**src/rtl/core/wpcs_pkg.sv**
```systemverilog
package wpcs_pkg;

  localparam int DATA_W = 16;
  localparam int TOL_W = 15;
  localparam int ANG_W = 25;
  localparam int CRD_W = 20;
  localparam int MULB_W = 17;
  localparam int PROD_W = CRD_W + MULB_W;
  localparam int ACC_W = PROD_W + 1;
  localparam int STEP_W = 4;

  localparam int MOD_STEPS = 6;
  localparam int CORDIC_STEPS = 16;
  localparam int MUL_STEPS = 7;

  localparam logic [ANG_W-1:0] TWO_PI_U = 25'd411775;
  localparam logic [ANG_W-1:0] ANG_BIAS = 25'd8647275;
  localparam logic signed [CRD_W-1:0] TWO_PI_S = 20'sd411775;
  localparam logic signed [CRD_W-1:0] PI_Q16 = 20'sd205887;
  localparam logic signed [CRD_W-1:0] HALF_PI_Q16 = 20'sd102944;
  localparam logic signed [CRD_W-1:0] CORDIC_X0 = 20'sd39797;
  localparam logic signed [MULB_W-1:0] GAIN_POS = 17'sd26214;

  localparam logic signed [ACC_W-1:0] SAT_HI = ACC_W'((64'sd1 <<< (DATA_W - 1)) - 64'sd1);
  localparam logic signed [ACC_W-1:0] SAT_LO = -SAT_HI - ACC_W'(1);

  localparam logic [TOL_W-1:0] TOL_RESET = 15'd26;

  typedef logic signed [DATA_W-1:0] data_t;

  typedef struct packed {
    data_t ex;
    data_t ey;
    data_t eh;
  } err_t;

  typedef enum logic [2:0] {
    REG_TARGET_X = 3'd0,
    REG_TARGET_Y = 3'd1,
    REG_TARGET_H = 3'd2,
    REG_TOL_X    = 3'd3,
    REG_TOL_Y    = 3'd4,
    REG_TOL_H    = 3'd5
  } reg_idx_t;

  function automatic logic signed [CRD_W-1:0] atan_q16(input logic [STEP_W-1:0] i);
    case (i)
      4'd0:    atan_q16 = 20'sd51472;
      4'd1:    atan_q16 = 20'sd30386;
      4'd2:    atan_q16 = 20'sd16055;
      4'd3:    atan_q16 = 20'sd8150;
      4'd4:    atan_q16 = 20'sd4091;
      4'd5:    atan_q16 = 20'sd2047;
      4'd6:    atan_q16 = 20'sd1024;
      4'd7:    atan_q16 = 20'sd512;
      4'd8:    atan_q16 = 20'sd256;
      4'd9:    atan_q16 = 20'sd128;
      4'd10:   atan_q16 = 20'sd64;
      4'd11:   atan_q16 = 20'sd32;
      4'd12:   atan_q16 = 20'sd16;
      4'd13:   atan_q16 = 20'sd8;
      4'd14:   atan_q16 = 20'sd4;
      4'd15:   atan_q16 = 20'sd2;
      default: atan_q16 = 20'sd0;
    endcase
  endfunction

  function automatic data_t sat_w(input logic signed [ACC_W-1:0] v);
    if (v > SAT_HI) begin
      sat_w = SAT_HI[DATA_W-1:0];
    end else if (v < SAT_LO) begin
      sat_w = SAT_LO[DATA_W-1:0];
    end else begin
      sat_w = v[DATA_W-1:0];
    end
  endfunction

endpackage

```
**src/rtl/core/waypoint_p_control_settle.sv**
```systemverilog
// Proportional waypoint controller with a settling window. Each pose request
// (x, y, heading in signed Q8.8) is compared with the target registers; the
// position error is scaled by 0.8 and rotated into the body frame by the
// measured heading, the heading error is scaled by 1.5, and all commands
// saturate to 16 bits. The settled flag is high when every error triple in
// the window of the last WINDOW requests lies within the tolerance registers.
// A pose request passes through angle reduction, a quadrant fold, sixteen
// CORDIC iterations, seven steps of the shared multiplier and a scan of
// each of the n triples held in the window (n from 1 to WINDOW); the next
// request is taken only once the result has been handed to the output
// register. A clear request empties the window and returns no result.
module waypoint_p_control_settle #(
  parameter int WINDOW = 5
) (
  input  logic                clk,
  input  logic                rst_n,
  input  logic                psel,
  input  logic                penable,
  input  logic                pwrite,
  input  logic [4:0]          paddr,
  input  logic [31:0]         pwdata,
  output logic [31:0]         prdata,
  output logic                pready,
  input  logic                in_valid,
  output logic                in_ready,
  input  logic                in_req_type,
  input  wpcs_pkg::data_t     in_pose_x,
  input  wpcs_pkg::data_t     in_pose_y,
  input  wpcs_pkg::data_t     in_pose_heading,
  output logic                out_valid,
  input  logic                out_ready,
  output wpcs_pkg::data_t     out_cmd_vx,
  output wpcs_pkg::data_t     out_cmd_vy,
  output wpcs_pkg::data_t     out_cmd_wz,
  output logic                out_settled
);
  import wpcs_pkg::*;

  localparam int IDX_W = (WINDOW > 1) ? $clog2(WINDOW) : 1;
  localparam int CNT_W = $clog2(WINDOW + 1);

  typedef enum logic [2:0] {
    ST_IDLE,
    ST_MOD,
    ST_FOLD,
    ST_ROT,
    ST_MUL,
    ST_SCAN,
    ST_LAST,
    ST_FINISH
  } state_t;

  state_t                   state_r;
  logic [STEP_W-1:0]        step_r;
  data_t                    tx_r, ty_r, th_r;
  logic [TOL_W-1:0]         tolx_r, toly_r, tolh_r;
  data_t                    ex_r, ey_r, eh_r;
  logic [ANG_W-1:0]         ang_r;
  logic signed [CRD_W-1:0]  x_r, y_r, z_r;
  logic                     neg_r;
  data_t                    vx_r, vy_r;
  logic signed [ACC_W-1:0]  acc_r;
  data_t                    cmdvx_r, cmdvy_r;
  logic                     ok_r;
  logic [CNT_W-1:0]         cnt_r;
  logic [IDX_W-1:0]         wpos_r;
  logic [IDX_W-1:0]         scan_idx_r;
  err_t                     rd_r;
  logic                     rd_vld_r;
  logic                     out_valid_r;
  data_t                    outvx_r, outvy_r, outwz_r;
  logic                     outset_r;

  err_t                     win_mem [WINDOW];

  function automatic data_t sat_diff(input data_t a, input data_t b);
    logic signed [DATA_W:0] d;
    d = $signed({a[DATA_W-1], a}) - $signed({b[DATA_W-1], b});
    sat_diff = sat_w(ACC_W'(d));
  endfunction

  function automatic logic in_tol(input data_t e, input logic [TOL_W-1:0] tol);
    logic [DATA_W:0] mag;
    mag = e[DATA_W-1] ? (DATA_W + 1)'(-$signed({e[DATA_W-1], e})) : {1'b0, e};
    in_tol = (mag <= (DATA_W + 1)'(tol));
  endfunction

  logic                     cfg_we;
  reg_idx_t                 cfg_idx;
  logic [ANG_W-1:0]         mod_cmp;
  logic signed [CRD_W-1:0]  r0, r1, r2;
  logic                     fold_neg;
  logic signed [CRD_W-1:0]  dx, dy, at, xn, yn, zn;
  logic signed [CRD_W-1:0]  mul_a;
  logic signed [MULB_W-1:0] mul_b;
  logic signed [PROD_W-1:0] prod, prod_rnd;
  logic signed [ACC_W-1:0]  acc_rnd;
  logic signed [DATA_W+2:0] wz3;
  data_t                    wz;
  logic                     rd_ok;

  assign pready = 1'b1;
  assign cfg_we = psel & penable & pwrite;
  assign cfg_idx = reg_idx_t'(paddr[4:2]);

  always_comb begin
    case (cfg_idx)
      REG_TARGET_X: prdata = {{(32 - DATA_W){tx_r[DATA_W-1]}}, tx_r};
      REG_TARGET_Y: prdata = {{(32 - DATA_W){ty_r[DATA_W-1]}}, ty_r};
      REG_TARGET_H: prdata = {{(32 - DATA_W){th_r[DATA_W-1]}}, th_r};
      REG_TOL_X:    prdata = {{(32 - TOL_W){1'b0}}, tolx_r};
      REG_TOL_Y:    prdata = {{(32 - TOL_W){1'b0}}, toly_r};
      REG_TOL_H:    prdata = {{(32 - TOL_W){1'b0}}, tolh_r};
      default:      prdata = 32'd0;
    endcase
  end

  assign mod_cmp = TWO_PI_U << step_r;

  always_comb begin
    r0 = $signed({1'b0, ang_r[CRD_W-2:0]});
    r1 = (r0 > PI_Q16) ? r0 - TWO_PI_S : r0;
    r2 = r1;
    fold_neg = 1'b0;
    if (r1 > HALF_PI_Q16) begin
      r2 = r1 - PI_Q16;
      fold_neg = 1'b1;
    end else if (r1 < -HALF_PI_Q16) begin
      r2 = r1 + PI_Q16;
      fold_neg = 1'b1;
    end
  end

  always_comb begin
    dx = y_r >>> step_r;
    dy = x_r >>> step_r;
    at = atan_q16(step_r);
    if (!z_r[CRD_W-1]) begin
      xn = x_r - dx;
      yn = y_r + dy;
      zn = z_r - at;
    end else begin
      xn = x_r + dx;
      yn = y_r - dy;
      zn = z_r + at;
    end
  end

  always_comb begin
    case (step_r)
      4'd0: begin
        mul_a = CRD_W'(ex_r);
        mul_b = GAIN_POS;
      end
      4'd1: begin
        mul_a = CRD_W'(ey_r);
        mul_b = GAIN_POS;
      end
      4'd2: begin
        mul_a = x_r;
        mul_b = MULB_W'(vx_r);
      end
      4'd3: begin
        mul_a = y_r;
        mul_b = MULB_W'(vy_r);
      end
      4'd4: begin
        mul_a = x_r;
        mul_b = MULB_W'(vy_r);
      end
      4'd5: begin
        mul_a = y_r;
        mul_b = MULB_W'(vx_r);
      end
      default: begin
        mul_a = '0;
        mul_b = '0;
      end
    endcase
    prod = mul_a * mul_b;
    prod_rnd = prod + PROD_W'(16384);
    acc_rnd = (acc_r + ACC_W'(32768)) >>> 16;
    wz3 = ($signed({{3{eh_r[DATA_W-1]}}, eh_r}) <<< 1) + (DATA_W + 3)'(eh_r)
          + (DATA_W + 3)'(1);
    wz = sat_w(ACC_W'(wz3 >>> 1));
  end

  assign rd_ok = in_tol(rd_r.ex, tolx_r) & in_tol(rd_r.ey, toly_r) & in_tol(rd_r.eh, tolh_r);

  always_ff @(posedge clk) begin
    if (state_r == ST_FOLD) begin
      win_mem[wpos_r] <= '{ex: ex_r, ey: ey_r, eh: eh_r};
    end
    rd_r <= win_mem[scan_idx_r];
  end

  always_ff @(posedge clk) begin
    if (!rst_n) begin
      state_r     <= ST_IDLE;
      step_r      <= '0;
      tx_r        <= '0;
      ty_r        <= '0;
      th_r        <= '0;
      tolx_r      <= TOL_RESET;
      toly_r      <= TOL_RESET;
      tolh_r      <= TOL_RESET;
      cnt_r       <= '0;
      wpos_r      <= '0;
      scan_idx_r  <= '0;
      rd_vld_r    <= 1'b0;
      ok_r        <= 1'b1;
      out_valid_r <= 1'b0;
    end else begin
      if (cfg_we) begin
        case (cfg_idx)
          REG_TARGET_X: tx_r <= pwdata[DATA_W-1:0];
          REG_TARGET_Y: ty_r <= pwdata[DATA_W-1:0];
          REG_TARGET_H: th_r <= pwdata[DATA_W-1:0];
          REG_TOL_X:    tolx_r <= pwdata[TOL_W-1:0];
          REG_TOL_Y:    toly_r <= pwdata[TOL_W-1:0];
          REG_TOL_H:    tolh_r <= pwdata[TOL_W-1:0];
          default: ;
        endcase
      end

      if (out_valid_r && out_ready && state_r != ST_FINISH) begin
        out_valid_r <= 1'b0;
      end

      if (rd_vld_r && !rd_ok) begin
        ok_r <= 1'b0;
      end

      case (state_r)
        ST_IDLE: begin
          if (in_valid) begin
            if (in_req_type) begin
              cnt_r  <= '0;
              wpos_r <= '0;
            end else begin
              ex_r    <= sat_diff(tx_r, in_pose_x);
              ey_r    <= sat_diff(ty_r, in_pose_y);
              eh_r    <= sat_diff(th_r, in_pose_heading);
              ang_r   <= {in_pose_heading[DATA_W-1], in_pose_heading, 8'd0} + ANG_BIAS;
              step_r  <= STEP_W'(MOD_STEPS - 1);
              state_r <= ST_MOD;
            end
          end
        end
        ST_MOD: begin
          if (ang_r >= mod_cmp) begin
            ang_r <= ang_r - mod_cmp;
          end
          if (step_r == '0) begin
            state_r <= ST_FOLD;
          end else begin
            step_r <= step_r - STEP_W'(1);
          end
        end
        ST_FOLD: begin
          z_r    <= r2;
          neg_r  <= fold_neg;
          x_r    <= CORDIC_X0;
          y_r    <= '0;
          step_r <= '0;
          if (wpos_r == IDX_W'(WINDOW - 1)) begin
            wpos_r <= '0;
          end else begin
            wpos_r <= wpos_r + IDX_W'(1);
          end
          if (cnt_r != CNT_W'(WINDOW)) begin
            cnt_r <= cnt_r + CNT_W'(1);
          end
          state_r <= ST_ROT;
        end
        ST_ROT: begin
          z_r <= zn;
          if (step_r == STEP_W'(CORDIC_STEPS - 1)) begin
            x_r     <= neg_r ? -xn : xn;
            y_r     <= neg_r ? -yn : yn;
            step_r  <= '0;
            state_r <= ST_MUL;
          end else begin
            x_r    <= xn;
            y_r    <= yn;
            step_r <= step_r + STEP_W'(1);
          end
        end
        ST_MUL: begin
          case (step_r)
            4'd0: vx_r <= prod_rnd[DATA_W+14:15];
            4'd1: vy_r <= prod_rnd[DATA_W+14:15];
            4'd2: acc_r <= ACC_W'(prod);
            4'd3: acc_r <= acc_r + ACC_W'(prod);
            4'd4: begin
              cmdvx_r <= sat_w(acc_rnd);
              acc_r   <= ACC_W'(prod);
            end
            4'd5: acc_r <= acc_r - ACC_W'(prod);
            4'd6: cmdvy_r <= sat_w(acc_rnd);
            default: ;
          endcase
          if (step_r == STEP_W'(MUL_STEPS - 1)) begin
            scan_idx_r <= '0;
            ok_r       <= 1'b1;
            state_r    <= ST_SCAN;
          end else begin
            step_r <= step_r + STEP_W'(1);
          end
        end
        ST_SCAN: begin
          rd_vld_r <= 1'b1;
          if (CNT_W'(scan_idx_r) == cnt_r - CNT_W'(1)) begin
            state_r <= ST_LAST;
          end else begin
            scan_idx_r <= scan_idx_r + IDX_W'(1);
          end
        end
        ST_LAST: begin
          rd_vld_r <= 1'b0;
          state_r  <= ST_FINISH;
        end
        ST_FINISH: begin
          if (!out_valid_r || out_ready) begin
            out_valid_r <= 1'b1;
            outvx_r     <= cmdvx_r;
            outvy_r     <= cmdvy_r;
            outwz_r     <= wz;
            outset_r    <= ok_r;
            state_r     <= ST_IDLE;
          end
        end
        default: state_r <= ST_IDLE;
      endcase
    end
  end

  assign in_ready    = (state_r == ST_IDLE);
  assign out_valid   = out_valid_r;
  assign out_cmd_vx  = outvx_r;
  assign out_cmd_vy  = outvy_r;
  assign out_cmd_wz  = outwz_r;
  assign out_settled = outset_r;

endmodule
```
**config.mk**
```make
export PLATFORM = sky130hd
export DESIGN_NAME = waypoint_p_control_settle
export DESIGN_NICKNAME = d
export VERILOG_FILES = /design/src/rtl/core/wpcs_pkg.sv /design/src/rtl/core/waypoint_p_control_settle.sv
export SDC_FILE = /design/constraint.sdc
export NUM_CORES = 2
export LEC_CHECK = 0
export BUFFER_PORTS_ARGS = -buffer_cell sky130_fd_sc_hd__buf_2
export CORE_ASPECT_RATIO = 0.7
export CORE_UTILIZATION = 58
export CTS_CLUSTER_DIAMETER = 80
export DETAILED_ROUTE_END_ITERATION = 12
export GPL_TIMING_DRIVEN = 0
export PLACE_DENSITY = 0.75
export SETUP_SLACK_MARGIN = 0.3
export SYNTH_ARGS = -nofsm -noshare
export SYNTH_HDL_FRONTEND = slang
export SYNTH_SLANG_ARGS = --single-unit
```
**constraint.sdc**
```tcl
create_clock -name clk -period 11.1 [get_ports clk]
set_clock_uncertainty 0.05 [all_clocks]
set_input_delay 0 -clock clk [delete_from_list [all_inputs] [get_ports clk]]
set_output_delay 0 -clock clk [all_outputs]
set_load 0.05 [all_outputs]
```
### Yosys cells after proc, flatten, opt, wreduce, memory -nomap -nowiden

Memories as Yosys holds them, arrays and structs flattened. A register that Yosys moved wholly into a read port is not among the register bits.
Index checks and enable logic that the tools add are counted.

| storage, ports and cells | value |
|---|---|
| bits in read-only memories | 256 |
| input bits | 93 |
| output and inout port bits | 84 |
| RAM bits | 240 |
| memories | 2 |
| register bits after elaboration | 397 |

| cells by class | value |
|---|---|
| bitwise gates (word level) | 5 |
| add/subtract/negate cells | 31 |
| multiply operators | 1 |
| shift operators | 3 |
| $lt $le $gt $ge | 17 |
| muxes and demuxes | 65 |
| eq/ne operators | 36 |
| reductions and logical operators | 42 |

Memories:

| memory | words | width | read ports | clocked after memory_dff | write ports | RTL line | text |
|---|---|---|---|---|---|---|---|
| (no name shown) | 16 | 16 | 1 | 1 | 0 | wpcs_pkg.sv:47 | `case (i)` |
| win_mem | 5 | 48 | 1 | 1 | 1 | waypoint_p_control_settle.sv:74 | `err_t win_mem [WINDOW];` |

Operators with widths:

| operator | count |
|---|---|
| 2-to-1 mux 20 bit | 10 |
| one-hot mux 32 bit (6 select lines) | 1 |
| one-hot mux 20 bit (2 select lines) | 3 |
| one-hot mux 38 bit (3 select lines) | 1 |
| 2-to-1 mux 16 bit | 6 |
| one-hot mux 20 bit (4 select lines) | 1 |
| 2-to-1 mux 25 bit | 3 |
| adder 20 bit | 3 |
| subtractor 20 bit | 3 |
| > comparator 17 x 16 -> 1 bit (second input constant) | 3 |
| <= comparator 17 x 15 -> 1 bit | 3 |
| < comparator 17 x 16 -> 1 bit (second input constant) | 3 |
| 2-to-1 mux 17 bit | 3 |
| negation 16 -> 17 bit | 3 |
| one-hot mux 17 bit (3 select lines) | 1 |
| subtractor 16 x 16 -> 17 bit | 3 |
| one-hot mux 25 bit (2 select lines) | 1 |
| negation 20 bit | 2 |
| >>> shifter 20 x 4 -> 20 bit | 2 |
| 2-to-1 mux 3 bit | 13 |
| adder 38 x 17 -> 38 bit (second input constant) | 1 |
| adder 38 x 37 -> 38 bit | 1 |
| subtractor 38 x 37 -> 38 bit | 1 |
| multiplier 20 x 17 -> 37 bit | 1 |
| other kinds (54) | 128 |

### Logic depth before layout (Yosys ltp)

| depth | value |
|---|---|
| depth in word-level cells | 10 |
| gate-level depth with buffers | 50 |
| mapped depth without buffers | 43 |

### Least setup slack after synthesis

No wires, ideal clock.

| path | value |
|---|---|
| kind | register -> register |
| start point | reg step_r[0] |
| end point | reg acc_r[37], data pin |
| required time | 10,779 ps |
| library setup time | 271 ps |
| buffers on the path | 6 |
| setup slack | -322 ps |
| clock period less this slack | 11,422 ps |
| stages on the path, launching flop included | 46 |
| arrival | 11,101 ps |
| cells stage by stage | dfxtp_1 > buf_2 > buf_6 > buf_2 > buf_2 > inv_1 > ha_1 > nand2_1 > clkinv_1 > clkbuf_1 > a22o_1 > a221oi_1 > nor2_1 > fa_1 > inv_1 > fa_1 > fa_1 > fa_1 > [10 not listed] > o311ai_2 > or2_2 > nor3_1 > nand2_1 > or3_1 > o31ai_1 > xor2_1 > ha_1 > a21oi_1 > o21ai_0 > a31o_2 > a21o_1 > a21oi_1 > a21oi_1 > o211a_1 > or4_1 > o211ai_1 > nor3_1 |

| between the ends | value |
|---|---|
| longest elaborated chain between the ends | 6 |
| elaborated cells on any way between the ends | 17 |
| those cells by class | add/sub (2); mul (1); eq/ne (5); mux (3); reduce/logical (6) |

RTL lines:

| what | RTL line | text |
|---|---|---|
| start: declaration | waypoint_p_control_settle.sv:54 | `logic [STEP_W-1:0] step_r;` |
| start signal: assignment | waypoint_p_control_settle.sv:245 | `step_r <= STEP_W'(MOD_STEPS - 1);` |
| start signal: assignment | waypoint_p_control_settle.sv:257 | `step_r <= step_r - STEP_W'(1);` |
| start signal: assignment | waypoint_p_control_settle.sv:286 | `step_r <= step_r + STEP_W'(1);` |
| == test 4 x 3 -> 1 bit, or another cell as far along | waypoint_p_control_settle.sv:150, waypoint_p_control_settle.sv:290 |  |
| OR reduction 2 bit (no source line) | n/a |  |
| one-hot mux 20 bit (4 select lines) or one-hot mux 17 bit (3 select lines) (tied branches) | waypoint_p_control_settle.sv:150 | `case (step_r)` |
| multiplier 20 x 17 -> 37 bit | waypoint_p_control_settle.sv:180 | `prod = mul_a * mul_b;` |
| subtractor 38 x 37 -> 38 bit or adder 38 x 37 -> 38 bit (tied branches) | waypoint_p_control_settle.sv:299, waypoint_p_control_settle.sv:294 |  |
| one-hot mux 38 bit (3 select lines) (*) | waypoint_p_control_settle.sv:290 | `case (step_r)` |
| end signal: assignment | waypoint_p_control_settle.sv:293 | `4'd2: acc_r <= ACC_W'(prod);` |
| end signal: assignment | waypoint_p_control_settle.sv:294 | `4'd3: acc_r <= acc_r + ACC_W'(prod);` |
| end signal: assignment | waypoint_p_control_settle.sv:299 | `4'd5: acc_r <= acc_r - ACC_W'(prod);` |
| end: declaration | waypoint_p_control_settle.sv:62 | `logic signed [ACC_W-1:0] acc_r;` |

Mark *: on every way between the ends. The rest lies on a longest branch, timed or not.
A chain may end at the register's enable or synchronous reset.

### Worst setup path in the final report

Same ends and word-level chain as after synthesis.

==> results.cfg <==
[grt]
via_count_of_the_first_global_routing_pass = 46727
grt.overflow.total = 0
grt_antenna_before_repair = 1
pin_count_of_the_biggest_net_entering_global_routing = 33
global_route_wire_length_before_repair_um = 286000
grt.total_usage = 0.377

[die]
chipHeight_um = 265
ios = 177
fp.coreArea_um2 = 98000
initial_core_util = 0.585
row_count = 96
die-area_um2 = 100000
die_width_um = 378

[yosys]
synth_ff_type = sky130_fd_sc_hd__edfxtp_1
yosys.area_share.adder = 0.201
post_synth_num_cell_types = 108
yosys_warnings = 0
mappedNetlistNets = 6724
multiplexer_share_of_the_synthesized_area = 0.0572
syn-cell-area_um2 = 57400
main_combinational_cell_family_by_area_after_synthesis = adder cells
synth.avg_cell_area_um2 = 9.68
synth_sequential_area_ratio = 0.336
synth_compound_gate_area_share = 0.146
post_synth_and_or_nand_nor_area_fraction = 0.138
synth_seq_cells = 701
synth-edff-count = 525
synth-async-reset-ratio = 0
syn_inst = 5924
synth-xor-area-share = 0.0612

[timing]
final_min_period_over_clock_period = 0.997
worst_pin_slew_ns = 1.52
maxSlewHeadroom = -0.0289
final_hold_viol_count = 0
layout_min_cycle_time_ns = 11.07
max_freq_mhz = 90.3
report.final.setup_viol = 0
final_max_slew_viol_count = 2
hold_ws_ns = 0.0316
rsz0062_at_grt = yes

[min_path]
hold_path_end = ey_r[9]
worst_hold_startpoint = in_pose_y[9]
worstHoldPathCells = 5
worst_hold_path_type = input pin to flip-flop

[critical_path]
data_required_critical_path_ns = 11.45
flop2flop_setup_slack_ns = 0.03
cp-start-kind = flip-flop
path_common_cell = sky130_fd_sc_hd__fa_1
critPathKind = flip-flop to flip-flop
path_max_fanout = 10
critical_path_arrival_ns = 11.42
r2r.worst_path.cells = 45
critical_path.reg2reg.endpoint = acc_r[37]
crit_path_end_kind = flip-flop
critical_r2r_launch = step_r[0]
cp_slowest_stage_delay_ns = 0.82
worst_path_max_delay_cell = sky130_fd_sc_hd__a22oi_1

[status]
status = finished with violations
failed_checks = capacitance limit, slew limit

[final_layout]
mostFrequentLayoutCells = sky130_fd_sc_hd__nand2_1, sky130_fd_sc_hd__inv_1, sky130_fd_sc_hd__edfxtp_1
nNetsFinal = 7283
final_layout_size_suffix_gt1_frac = 0.176
antenna-diode-count = 0
syn_to_final_growth_pct = 18.5
most_common_cell_after_layout_fill_and_taps_aside = sky130_fd_sc_hd__nand2_1

[clocking]
tritoncts_num_sinks = 701
tritoncts = done
clk_root_buffer_cell = sky130_fd_sc_hd__clkbuf_16
clk_pin_slew_ns = 0.07
numCtsBuffers = 70
cts.htree.levels = 3
clock_latency_ns = 0.67
clock_tree.buffer_depth = 3

[route]
detail_route.wl_per_cell_um = 24.5
first_iter_violations = 7248
remaining_drc_errors = 0
route.antenna.remaining_nets = 0
finalWirelength_um = 193000
detailroute.via_count = 50042
first_pass_iters = 8
via_per_inst = 6.36

[placement]
dp.final_hpwl_um = 144000
numPortBuffers = 155
globalplace.congestion = 1.03

[job]
max_cap_violations = 1
## timing repair
item / CTS / global route
pin swaps: 86 / 142
buffers inserted: 134 / 87
gates cloned: 1 / 2
endpoints found under the hold margin: 133 / 0
gates resized for setup: 393 / 194
hold buffers: 59 / 0
endpoints found under the setup margin: 55 / 13
## cell usage after synthesis, drive strengths merged, types with 43 or more instances
cell type / number / area, um^2
o31ai: 47 / 358
mux2: 60 / 676
nor3: 91 / 465
buf: 59 / 348
nand2: 645 / 2420
nand2b: 53 / 332
nand3: 101 / 528
dfxtp: 176 / 3520
o21a: 54 / 405
nor2: 545 / 2050
o21ai: 258 / 1290
xnor2: 240 / 2100
xor2: 161 / 1410
nor2b: 43 / 269
inv: 617 / 2320
a31oi: 64 / 400
or3: 48 / 305
fa: 351 / 7030
a21oi: 396 / 1990
mux4: 98 / 2210
a21o: 70 / 526
edfxtp: 525 / 15800
clkbuf: 196 / 737
ha: 356 / 4450
## logic make-up (layout without fill, tap and decap cells)
family	count (synthesis)	in the layout
and+or+nand+nor	1743	1743
adders and majority gates	714	714
xor gates and xnor gates	401	401
DFF	701	701
muxes	198	198
AOI/OAI and AO/OA	1290	1290
other	1	1
buffers and inverters	876	1492
## worst max-delay path by stage
stage / start / to / slack, ns / cells after the start
finish: step_r[0] / acc_r[37] / 0.03 / 45
global route: step_r[0] / acc_r[37] / -0.19 / 45
CTS: step_r[0] / acc_r[37] / 0.30 / 43
detailed placement: step_r[2] / acc_r[37] / -3.34 / 42
global placement: step_r[2] / acc_r[37] / -3.31 / 42
floorplan: step_r[2] / acc_r[37] / 0.31 / 46
## registers in the layout (all words and copies together), names as in the netlist, 20 cells and up
signal	flops
win_mem	240
rd_r	48
acc_r	38
ang_r	25
x_r	20
y_r	20
z_r	20
## stage by stage
| stage | setup slack (ns) | utilization | cells | cell area [um^2] | setup TNS, ns |
|---|---|---|---|---|---|
| 6_report | 0.0288 | 0.694 | 7863 | 68000 | 0 |
| 5_1_grt | -0.187 | 0.694 | 7863 | 68000 | -0.187 |
| 4_1_cts | 0.302 | 0.679 | 7774 | 66600 | 0 |
| 3_5_place_dp | -3.34 | 0.619 | 7451 | 60700 | -70.55 |
| 3_3_place_gp | -3.31 | 0.613 | 7402 | 60100 | -70.81 |
| 2_1_floorplan | 0.307 | - | 5924 | 57700 | 0 |
## layer usage
layer,wire length [um],global-route usage,vias up
met1,82700,0.587,24290
met3,29500,0.134,398
li1,-,-,21994
met5,46,0,-
met4,4870,0.0824,4
met2,75800,0.494,3356
## worst max-delay path, delay by kind of cell, from the launching register on
family                   cells  cell delay [ns]
adder cells (fa/ha/maj)      9             3.68
AO/OA/AOI/OAI                6             1.55
AND/OR/NAND/NOR             16             3.26
XOR/XNOR                     1             0.20
flip-flops                   1             0.36
buffers and inverters       13             1.67
## cell type report
cell class / instances / area, um^2
inverters: 621 / 2360
clock buffers: 89 / 1930
flip-flops and latches: 701 / 19300
plain buffers: 255 / 1710
repair buffers: 487 / 3840
clock inverters: 40 / 480
fillers: 7353 / 30000
well taps: 1323 / 1660
multi-input cells: 4347 / 36700
Power is not shown: default switching activity piles up to over one toggle a cycle in this logic, so the estimate is an artifact.
